File: src/hdl/ira_pkg.sv
// ----------------------------------------------------------------------------
// ira_pkg
// Shared types and constants of the integer reduction ALU.
// ----------------------------------------------------------------------------
package ira_pkg;

  localparam int DATA_WIDTH = 32;
  localparam int MODE_W     = 4;
  localparam int SHAMT_W    = 5;
  localparam int CFG_IDX_W  = 1;
  localparam int CNT_W      = $clog2(DATA_WIDTH);
  localparam int QDEPTH     = 2;
  localparam int QPTR_W     = $clog2(QDEPTH);
  localparam int QCNT_W     = $clog2(QDEPTH + 1);

  // Configuration register indexes
  localparam logic [CFG_IDX_W-1:0] REG_MODE = 1'b0;
  localparam logic [CFG_IDX_W-1:0] REG_INIT = 1'b1;

  // Operation codes
  localparam logic [MODE_W-1:0] OP_ADD  = 4'd0;
  localparam logic [MODE_W-1:0] OP_SUB  = 4'd1;
  localparam logic [MODE_W-1:0] OP_MUL  = 4'd2;
  localparam logic [MODE_W-1:0] OP_DIV  = 4'd3;
  localparam logic [MODE_W-1:0] OP_MOD  = 4'd4;
  localparam logic [MODE_W-1:0] OP_AND  = 4'd5;
  localparam logic [MODE_W-1:0] OP_OR   = 4'd6;
  localparam logic [MODE_W-1:0] OP_XOR  = 4'd7;
  localparam logic [MODE_W-1:0] OP_SHL  = 4'd8;
  localparam logic [MODE_W-1:0] OP_SHR  = 4'd9;
  localparam logic [MODE_W-1:0] OP_MAX  = 4'd10;
  localparam logic [MODE_W-1:0] OP_MIN  = 4'd11;
  localparam logic [MODE_W-1:0] OP_COND = 4'd12;

  // One classified item as it travels from the front end to the back end
  typedef struct packed {
    logic [MODE_W-1:0]     op;
    logic                  start;   // first item of a set: load init value
    logic                  has;     // element is applied
    logic                  last;    // set closes, emit the result
    logic                  div;     // needs the iterative divider
    logic [DATA_WIDTH-1:0] value;
  } ira_item_t;

endpackage

File: src/hdl/integer_reduction_alu.sv
// ----------------------------------------------------------------------------
// integer_reduction_alu
// Folds a stream of signed values into one accumulator with a configured
// operation and emits the accumulator on the last item of each set.
// ----------------------------------------------------------------------------
//  Channel  Direction  Handshake           Payload
//  in_      slave      in_tvalid/tready    tdata value, tuser has_value, tlast
//  out_     master     out_tvalid/tready   tdata result
//  cfg_     slave      cfg_valid/ready     cfg_index register, cfg_data value
//
// Most operations retire one item per cycle in the back end.
// Divide and modulo with a nonzero element occupy the back end while it
// loads, retires one quotient bit per cycle and writes back.
// A two-entry queue lets the input keep accepting while the divider runs.
// Reset is synchronous and active low; it clears the configuration to zero.
// A closing item waits in the queue while the output register is full.
// ----------------------------------------------------------------------------
module integer_reduction_alu import ira_pkg::*; (
  input  logic                  clk,
  input  logic                  rst_n,
  input  logic                  cfg_valid,
  output logic                  cfg_ready,
  input  logic [CFG_IDX_W-1:0]  cfg_index,
  input  logic [DATA_WIDTH-1:0] cfg_data,
  input  logic                  in_tvalid,
  output logic                  in_tready,
  input  logic [DATA_WIDTH-1:0] in_tdata,   // [31:0] value
  input  logic                  in_tuser,   // [0] has_value
  input  logic                  in_tlast,
  output logic                  out_tvalid,
  input  logic                  out_tready,
  output logic [DATA_WIDTH-1:0] out_tdata   // [31:0] result
);

  logic                  q_push;
  logic                  q_full;
  logic                  q_pop;
  logic                  q_valid;
  ira_item_t             wr_item;
  ira_item_t             rd_item;
  logic [DATA_WIDTH-1:0] init_value;

  ira_front u_front (
    .clk        (clk),
    .rst_n      (rst_n),
    .cfg_valid  (cfg_valid),
    .cfg_ready  (cfg_ready),
    .cfg_index  (cfg_index),
    .cfg_data   (cfg_data),
    .in_tvalid  (in_tvalid),
    .in_tready  (in_tready),
    .in_tdata   (in_tdata),
    .in_tuser   (in_tuser),
    .in_tlast   (in_tlast),
    .q_full     (q_full),
    .q_push     (q_push),
    .q_item     (wr_item),
    .init_value (init_value)
  );

  ira_fifo u_fifo (
    .clk      (clk),
    .rst_n    (rst_n),
    .push     (q_push),
    .wr_item  (wr_item),
    .full     (q_full),
    .pop      (q_pop),
    .rd_valid (q_valid),
    .rd_item  (rd_item)
  );

  ira_back u_back (
    .clk        (clk),
    .rst_n      (rst_n),
    .q_valid    (q_valid),
    .q_item     (rd_item),
    .q_pop      (q_pop),
    .init_value (init_value),
    .out_tvalid (out_tvalid),
    .out_tready (out_tready),
    .out_tdata  (out_tdata)
  );

endmodule

File: src/hdl/ira_front.sv
// ----------------------------------------------------------------------------
// ira_front
// Holds the configuration registers, tracks set boundaries and classifies
// each accepted request into a queue item.
// ----------------------------------------------------------------------------
module ira_front import ira_pkg::*; (
  input  logic                  clk,
  input  logic                  rst_n,
  input  logic                  cfg_valid,
  output logic                  cfg_ready,
  input  logic [CFG_IDX_W-1:0]  cfg_index,
  input  logic [DATA_WIDTH-1:0] cfg_data,
  input  logic                  in_tvalid,
  output logic                  in_tready,
  input  logic [DATA_WIDTH-1:0] in_tdata,
  input  logic                  in_tuser,
  input  logic                  in_tlast,
  input  logic                  q_full,
  output logic                  q_push,
  output ira_item_t             q_item,
  output logic [DATA_WIDTH-1:0] init_value
);

  logic [MODE_W-1:0]     mode_r, mode_nxt;
  logic [DATA_WIDTH-1:0] init_r, init_nxt;
  logic                  in_set_r, in_set_nxt;
  logic                  is_divop;

  assign cfg_ready  = 1'b1;
  assign in_tready  = !q_full;
  assign q_push     = in_tvalid && in_tready;
  assign init_value = init_r;

  assign is_divop = (mode_r == OP_DIV) || (mode_r == OP_MOD);

  always_comb begin
    q_item.op    = mode_r;
    q_item.start = !in_set_r;
    q_item.has   = in_tuser;
    q_item.last  = in_tlast;
    // Division by zero keeps the accumulator and stays on the fast path.
    q_item.div   = is_divop && in_tuser && (in_tdata != '0);
    q_item.value = in_tdata;
  end

  always_comb begin
    mode_nxt   = mode_r;
    init_nxt   = init_r;
    in_set_nxt = in_set_r;
    if (cfg_valid && cfg_ready) begin
      unique case (cfg_index)
        REG_MODE: mode_nxt = cfg_data[MODE_W-1:0];
        REG_INIT: init_nxt = cfg_data;
        default:  ;
      endcase
    end
    if (q_push) begin
      in_set_nxt = !in_tlast;
    end
  end

  always_ff @(posedge clk) begin
    if (!rst_n) begin
      mode_r   <= '0;
      init_r   <= '0;
      in_set_r <= 1'b0;
    end else begin
      mode_r   <= mode_nxt;
      init_r   <= init_nxt;
      in_set_r <= in_set_nxt;
    end
  end

endmodule

File: src/hdl/ira_fifo.sv
// ----------------------------------------------------------------------------
// ira_fifo
// Short queue of classified items between the front end and the back end.
// ----------------------------------------------------------------------------
module ira_fifo import ira_pkg::*; (
  input  logic      clk,
  input  logic      rst_n,
  input  logic      push,
  input  ira_item_t wr_item,
  output logic      full,
  input  logic      pop,
  output logic      rd_valid,
  output ira_item_t rd_item
);

  ira_item_t           entry_r [QDEPTH];
  logic [QPTR_W-1:0]   wr_ptr_r, wr_ptr_nxt;
  logic [QPTR_W-1:0]   rd_ptr_r, rd_ptr_nxt;
  logic [QCNT_W-1:0]   count_r, count_nxt;

  assign full     = (count_r == QCNT_W'(QDEPTH));
  assign rd_valid = (count_r != '0);
  assign rd_item  = entry_r[rd_ptr_r];

  always_comb begin
    wr_ptr_nxt = wr_ptr_r;
    rd_ptr_nxt = rd_ptr_r;
    count_nxt  = count_r;
    if (push) begin
      wr_ptr_nxt = (wr_ptr_r == QPTR_W'(QDEPTH - 1)) ? '0 : wr_ptr_r + 1'b1;
    end
    if (pop) begin
      rd_ptr_nxt = (rd_ptr_r == QPTR_W'(QDEPTH - 1)) ? '0 : rd_ptr_r + 1'b1;
    end
    if (push && !pop) begin
      count_nxt = count_r + 1'b1;
    end else if (pop && !push) begin
      count_nxt = count_r - 1'b1;
    end
  end

  always_ff @(posedge clk) begin
    if (push) begin
      entry_r[wr_ptr_r] <= wr_item;
    end
  end

  always_ff @(posedge clk) begin
    if (!rst_n) begin
      wr_ptr_r <= '0;
      rd_ptr_r <= '0;
      count_r  <= '0;
    end else begin
      wr_ptr_r <= wr_ptr_nxt;
      rd_ptr_r <= rd_ptr_nxt;
      count_r  <= count_nxt;
    end
  end

  a_no_overflow: assert property (@(posedge clk) disable iff (!rst_n)
    full |-> !push || pop)
    else $error("queue written while full");

  a_no_underflow: assert property (@(posedge clk) disable iff (!rst_n)
    pop |-> rd_valid)
    else $error("queue read while empty");

endmodule

File: src/hdl/ira_back.sv
// ----------------------------------------------------------------------------
// ira_back
// Executes queued items on the accumulator: single-cycle ALU operations and
// a restoring divider that retires one quotient bit per cycle.
// ----------------------------------------------------------------------------
module ira_back import ira_pkg::*; (
  input  logic                  clk,
  input  logic                  rst_n,
  input  logic                  q_valid,
  input  ira_item_t             q_item,
  output logic                  q_pop,
  input  logic [DATA_WIDTH-1:0] init_value,
  output logic                  out_tvalid,
  input  logic                  out_tready,
  output logic [DATA_WIDTH-1:0] out_tdata
);

  localparam logic [1:0] ST_IDLE = 2'd0;
  localparam logic [1:0] ST_DIV  = 2'd1;
  localparam logic [1:0] ST_FIN  = 2'd2;

  logic [1:0]            state_r, state_nxt;
  logic [DATA_WIDTH-1:0] acc_r, acc_nxt;
  logic                  out_valid_r, out_valid_nxt;
  logic [DATA_WIDTH-1:0] out_data_r, out_data_nxt;
  logic [CNT_W-1:0]      cnt_r, cnt_nxt;
  logic [DATA_WIDTH-1:0] rem_r, rem_nxt;
  logic [DATA_WIDTH-1:0] quo_r, quo_nxt;
  logic [DATA_WIDTH-1:0] den_r, den_nxt;
  logic                  neg_q_r, neg_q_nxt;
  logic                  neg_r_r, neg_r_nxt;
  logic                  is_mod_r, is_mod_nxt;
  logic                  pend_last_r, pend_last_nxt;

  logic                  out_free;
  logic [DATA_WIDTH-1:0] acc_base;
  logic [DATA_WIDTH-1:0] v;
  logic [SHAMT_W-1:0]    shamt;
  logic [DATA_WIDTH-1:0] mul_lo;
  logic [DATA_WIDTH-1:0] alu_res;
  logic [DATA_WIDTH:0]   shifted;
  logic [DATA_WIDTH:0]   trial;
  logic [DATA_WIDTH-1:0] div_res;

  assign out_free   = !out_valid_r || out_tready;
  assign out_tvalid = out_valid_r;
  assign out_tdata  = out_data_r;

  assign v        = q_item.value;
  assign shamt    = v[SHAMT_W-1:0];
  assign acc_base = q_item.start ? init_value : acc_r;
  assign mul_lo   = acc_base * v;

  // A last item waits until the output register can take its result.
  assign q_pop = q_valid && (state_r == ST_IDLE) && (out_free || !q_item.last);

  always_comb begin
    unique case (q_item.op)
      OP_ADD:  alu_res = acc_base + v;
      OP_SUB:  alu_res = acc_base - v;
      OP_MUL:  alu_res = mul_lo;
      OP_AND:  alu_res = acc_base & v;
      OP_OR:   alu_res = acc_base | v;
      OP_XOR:  alu_res = acc_base ^ v;
      OP_SHL:  alu_res = acc_base << shamt;
      OP_SHR:  alu_res = DATA_WIDTH'($signed(acc_base) >>> shamt);
      OP_MAX:  alu_res = ($signed(acc_base) > $signed(v)) ? acc_base : v;
      OP_MIN:  alu_res = ($signed(v) > $signed(acc_base)) ? acc_base : v;
      OP_COND: alu_res = (v != '0) ? v : acc_base;
      default: alu_res = acc_base;
    endcase
  end

  // One restoring step: shift in the next dividend bit and try a subtract.
  assign shifted = {rem_r, quo_r[DATA_WIDTH-1]};
  assign trial   = shifted - {1'b0, den_r};

  always_comb begin
    if (is_mod_r) begin
      div_res = neg_r_r ? (~rem_r + 1'b1) : rem_r;
    end else begin
      div_res = neg_q_r ? (~quo_r + 1'b1) : quo_r;
    end
  end

  always_comb begin
    state_nxt     = state_r;
    acc_nxt       = acc_r;
    out_valid_nxt = out_valid_r && !out_tready;
    out_data_nxt  = out_data_r;
    cnt_nxt       = cnt_r;
    rem_nxt       = rem_r;
    quo_nxt       = quo_r;
    den_nxt       = den_r;
    neg_q_nxt     = neg_q_r;
    neg_r_nxt     = neg_r_r;
    is_mod_nxt    = is_mod_r;
    pend_last_nxt = pend_last_r;
    unique case (state_r)
      ST_IDLE: begin
        if (q_pop) begin
          if (q_item.div) begin
            rem_nxt       = '0;
            quo_nxt       = acc_base[DATA_WIDTH-1] ? (~acc_base + 1'b1) : acc_base;
            den_nxt       = v[DATA_WIDTH-1] ? (~v + 1'b1) : v;
            neg_q_nxt     = acc_base[DATA_WIDTH-1] ^ v[DATA_WIDTH-1];
            neg_r_nxt     = acc_base[DATA_WIDTH-1];
            is_mod_nxt    = (q_item.op == OP_MOD);
            pend_last_nxt = q_item.last;
            cnt_nxt       = CNT_W'(DATA_WIDTH - 1);
            state_nxt     = ST_DIV;
          end else begin
            acc_nxt = q_item.has ? alu_res : acc_base;
            if (q_item.last) begin
              out_valid_nxt = 1'b1;
              out_data_nxt  = acc_nxt;
            end
          end
        end
      end
      ST_DIV: begin
        if (!trial[DATA_WIDTH]) begin
          rem_nxt = trial[DATA_WIDTH-1:0];
          quo_nxt = {quo_r[DATA_WIDTH-2:0], 1'b1};
        end else begin
          rem_nxt = shifted[DATA_WIDTH-1:0];
          quo_nxt = {quo_r[DATA_WIDTH-2:0], 1'b0};
        end
        cnt_nxt = cnt_r - 1'b1;
        if (cnt_r == '0) begin
          state_nxt = ST_FIN;
        end
      end
      ST_FIN: begin
        if (!pend_last_r || out_free) begin
          acc_nxt   = div_res;
          state_nxt = ST_IDLE;
          if (pend_last_r) begin
            out_valid_nxt = 1'b1;
            out_data_nxt  = div_res;
          end
        end
      end
      default: state_nxt = ST_IDLE;
    endcase
  end

  always_ff @(posedge clk) begin
    if (!rst_n) begin
      state_r     <= ST_IDLE;
      acc_r       <= '0;
      out_valid_r <= 1'b0;
    end else begin
      state_r     <= state_nxt;
      acc_r       <= acc_nxt;
      out_valid_r <= out_valid_nxt;
    end
  end

  always_ff @(posedge clk) begin
    out_data_r  <= out_data_nxt;
    cnt_r       <= cnt_nxt;
    rem_r       <= rem_nxt;
    quo_r       <= quo_nxt;
    den_r       <= den_nxt;
    neg_q_r     <= neg_q_nxt;
    neg_r_r     <= neg_r_nxt;
    is_mod_r    <= is_mod_nxt;
    pend_last_r <= pend_last_nxt;
  end

  a_pop_idle: assert property (@(posedge clk) disable iff (!rst_n)
    q_pop |-> state_r == ST_IDLE)
    else $error("item taken while the divider is busy");

  a_div_ends: assert property (@(posedge clk) disable iff (!rst_n)
    (state_r == ST_DIV) && (cnt_r == '0) |=> state_r == ST_FIN)
    else $error("divider did not finish after its last step");

  a_result_src: assert property (@(posedge clk) disable iff (!rst_n)
    $rose(out_valid_r) |->
      $past(q_pop && q_item.last && !q_item.div) ||
      $past((state_r == ST_FIN) && pend_last_r))
    else $error("result raised without a closing item");

  a_div_start: assert property (@(posedge clk) disable iff (!rst_n)
    q_pop && q_item.div |=> state_r == ST_DIV)
    else $error("divide item did not start the divider");

endmodule

File: config.mk
export PLATFORM = sky130hd
export DESIGN_NAME = integer_reduction_alu
export DESIGN_NICKNAME = d
export VERILOG_FILES = /design/src/hdl/ira_pkg.sv /design/src/hdl/integer_reduction_alu.sv /design/src/hdl/ira_front.sv /design/src/hdl/ira_fifo.sv /design/src/hdl/ira_back.sv
export SDC_FILE = /design/constraint.sdc
export NUM_CORES = 2
export LEC_CHECK = 0
export BUFFER_PORTS_ARGS = -buffer_cell sky130_fd_sc_hd__clkbuf_2
export CAP_MARGIN = 20
export CORE_ASPECT_RATIO = 0.8
export CORE_MARGIN = 5
export CORE_UTILIZATION = 57
export DETAILED_ROUTE_END_ITERATION = 10
export PLACE_DENSITY = 0.77
export RECOVER_POWER = 25
export SETUP_SLACK_MARGIN = 0.2
export SYNTH_ARGS = -nofsm -noshare
export SYNTH_HDL_FRONTEND = slang
export SYNTH_HIERARCHICAL = 1
export SYNTH_SLANG_ARGS = --single-unit
File: constraint.sdc
create_clock -name clk -period 9.3 [get_ports clk]
set_input_delay 0.93 -clock clk [delete_from_list [all_inputs] [get_ports clk]]
set_output_delay 0.93 -clock clk [all_outputs]
set_load 0.005 [all_outputs]
==> flow_summary.json <==
{
  "max_slew_margin_pct": -79.9,
  "tightest_slew_ns": 2.70,
  "routed_wl_mm": 198,
  "synth.largest_area_cell": "fa_1",
  "antenna_found_initial": 16,
  "dpl.hpwl_mm": 157,
  "grt_overflow_total": 0,
  "die_height_um": 253,
  "cts-root-buf": "clkbuf_16",
  "port_buffers": 105,
  "status": "complete, but fails checks",
  "drive_above_1_share_pct": 12.4,
  "vias": 40739,
  "postLayoutCellArea_um2": 45400,
  "ys_types": 98,
  "synth_area_um2": 42100,
  "cap_violations": 3,
  "synth_nets": 5573,
  "synth_cells": 4801,
  "fin_setup_tns_ns": 0,
  "rows": 89,
  "cts_tree": "built",
  "cp-start-kind": "flip-flop",
  "clockBufferDepth": 3,
  "cts_sinks": 294,
  "violations": "capacitance limit, slew limit",
  "hold_class": "flip-flop to flip-flop",
  "max_freq_ghz": 0.112,
  "drt_first_iter_violations": 7026,
  "ys_top_cells_by_count": "nor2_1 (613), inv_1 (508), nand2_1 (483)",
  "synth_top_area_share_pct": 19.6,
  "path_clk_slew_ns": 0.07,
  "core_um2": 73500,
  "finalCritPeriodShare_pct": 96.3,
  "synth-seq-area-share_pct": 19.2,
  "clk_latency_ns": 0.59,
  "start_util_pct": 57.2,
  "ant_nets": 0,
  "ioPinCount": 107,
  "grt_pass1_wl_mm": 280,
  "rsz0062_at_grt": "false",
  "setup_viol": 0,
  "maxSlewViolCount": 168,
  "die_w_um": 314,
  "nets": 5615,
  "skew_ns": 0.0127,
  "cp_max_fo": 21,
  "synthFlopType": "edfxtp_1",
  "htreeDepth": 1,
  "worstSetupEndpointType": "flip-flop",
  "crit_arrival_ns": 9.20,
  "ys_seq_elements": 294,
  "via_per_inst": 6.98,
  "area_growth_pct": 8.02,
  "synth.most_common_cell": "nor2_1",
  "cts_buffers": 29,
  "critPathKind": "flip-flop to flip-flop",
  "gp_congestion": 1.13,
  "ys_top_cells_by_area": "fa_1 (20%), edfxtp_1 (15%), ha_1 (8.6%)",
  "synth_warnings": 6,
  "nFillCells": 6198,
  "final.min_clock_period_ns": 8.96,
  "first_pass_iters": 9,
  "cp.required_ns": 9.54,
  "dieArea_um2": 79400,
  "async_flop_share_pct": 0,
  "grt_start_max_net_pins": 70,
  "wl_per_cell_um": 33.9,
  "grt_pass1_vias": 39043,
  "dpl-instance-area_um2": 44400,
  "route.detailed.drc": 0,
  "synth_edf_count": 217,
  "syn_area_per_cell_um2": 8.76,
  "hold_viol": 0,
  "grt.total_usage_pct": 48.6
}
==> registers in the layout (all words and copies together), names as in the netlist, named ones only <==
signal	flops
u_fifo/rd_ptr_r	1
u_back/out_tdata	32
u_back/rem_r	32
u_back/out_tvalid	1
u_back/neg_r_r	1
u_fifo/entry_r	80
u_back/acc_r	32
u_fifo/count_r	2
u_back/state_r	2
u_back/den_r	32
u_fifo/wr_ptr_r	1
u_front/in_set_r	1
u_back/neg_q_r	1
u_back/cnt_r	5
u_front/mode_r	4
u_back/is_mod_r	1
u_back/quo_r	32
u_front/init_value	32
u_back/pend_last_r	1
==> cells in the final DEF, fill, tap and decap left out, types with 21 or more instances in the layout <==
cell type	n
or3_1	28
o211ai_1	47
a22oi_1	26
clkbuf_16	30
a211oi_1	34
o22ai_1	30
a21o_1	34
nor4_1	26
nand4_1	21
nor2b_1	36
a221oi_1	41
a31oi_1	32
inv_1	503
nand2b_1	33
buf_4	234
nand2_1	482
dfxtp_1	76
nor3_1	51
o31ai_1	47
fa_1	411
clkbuf_1	48
edfxtp_1	217
mux4_2	66
o21a_1	21
clkbuf_2	67
a21boi_0	37
mux2_2	82
mux2i_1	105
nor2_1	610
nand3_1	36
ha_1	289
xnor2_1	193
a21oi_1	195
o21ai_0	235
xor2_1	61
==> worst paths after layout <==
check	start	endpoint	cells past startpoint	slack (ns)
max	flip-flop	u_back/out_tdata[19]$_DFFE_PP_	25	0.34
min	u_front/in_set_r$_SDFFE_PN0P_	u_fifo/entry_r[1][35]$_DFFE_PP_	1	0.51
max reg2reg	flip-flop	u_back/out_tdata[19]$_DFFE_PP_	25	0.34
min reg2reg	u_front/in_set_r$_SDFFE_PN0P_	u_fifo/entry_r[1][35]$_DFFE_PP_	1	0.51
==> final cells by class <==
cell class,instances,area [µm²],area share (%)
Clock buffer,40,808,1.78
Sequential cell,294,8060,17.7
Antenna cell,15,37.5,0.0826
Clock inverter,14,114,0.251
Timing Repair Buffer,353,2460,5.42
Inverter,531,2010,4.42
Tap cell,955,1190,2.63
Multi-Input combinational cell,3634,30800,67.7
==> per-stage QoR <==
step                      util [%]  std cells  worst slack (ns)  hold WS [ns]
after detailed placement      60.4       5759             0.378         0.481
after global placement        60.4       5759             0.436         0.472
after floorplan                  -       4801             0.239         0.443
after CTS                     61.7       5813             0.363         0.504
final                         61.8       5836             0.343         0.506
after global routing          61.8       5821             0.197         0.528
==> routing by layer <==
layer / GRT usage, % / up-vias / wire length (µm)
li1: - / 16463 / -
met1: 67.0 / 19958 / 76000
met2: 64.4 / 3549 / 75200
met3: 23.0 / 755 / 33500
met4: 23.2 / 14 / 12800
met5: 0 / - / 124
==> cells by family after synthesis <==
kind of cell | synth area share (%)
buffers and inverters | 8.30
xor gates and xnor gates | 5.38
and+or+nand+nor | 14.7
AOI/OAI and AO/OA | 15.6
adders and majority gates | 28.2
other | 0.00891
DFF | 19.2
muxes | 8.73
==> what timing repair did <==
| item | in CTS | in global routing |
|---|---|---|
| gates resized for setup | 0 | 10 |
| buffers inserted | 0 | 3 |
| hold buffers | 0 | 0 |
| setup endpoints to repair | 0 | 7 |
==> worst max-delay path: stages, from the launching register on <==
cell and delay (ns):
dfxtp_2 0.35, mux2_4 0.42, buf_4 0.19, mux2i_4 0.34
buf_4 0.47, nor2_1 0.13, fa_1 0.54, inv_1 0.05
fa_1 0.49, fa_1 0.46, fa_1 0.54, inv_1 0.04
ha_1 0.29, ha_1 0.29, fa_1 0.50, fa_1 0.42
ha_1 0.23, or3_1 0.38, o21ai_0 0.20, buf_4 0.16
nand2_1 0.15, a211o_1 0.30, a21o_1 0.21, xnor2_1 0.25
o221a_2 0.31, a31oi_1 0.83
Power is not shown: default switching activity piles up to over one toggle a cycle in this logic, so the estimate is an artifact.
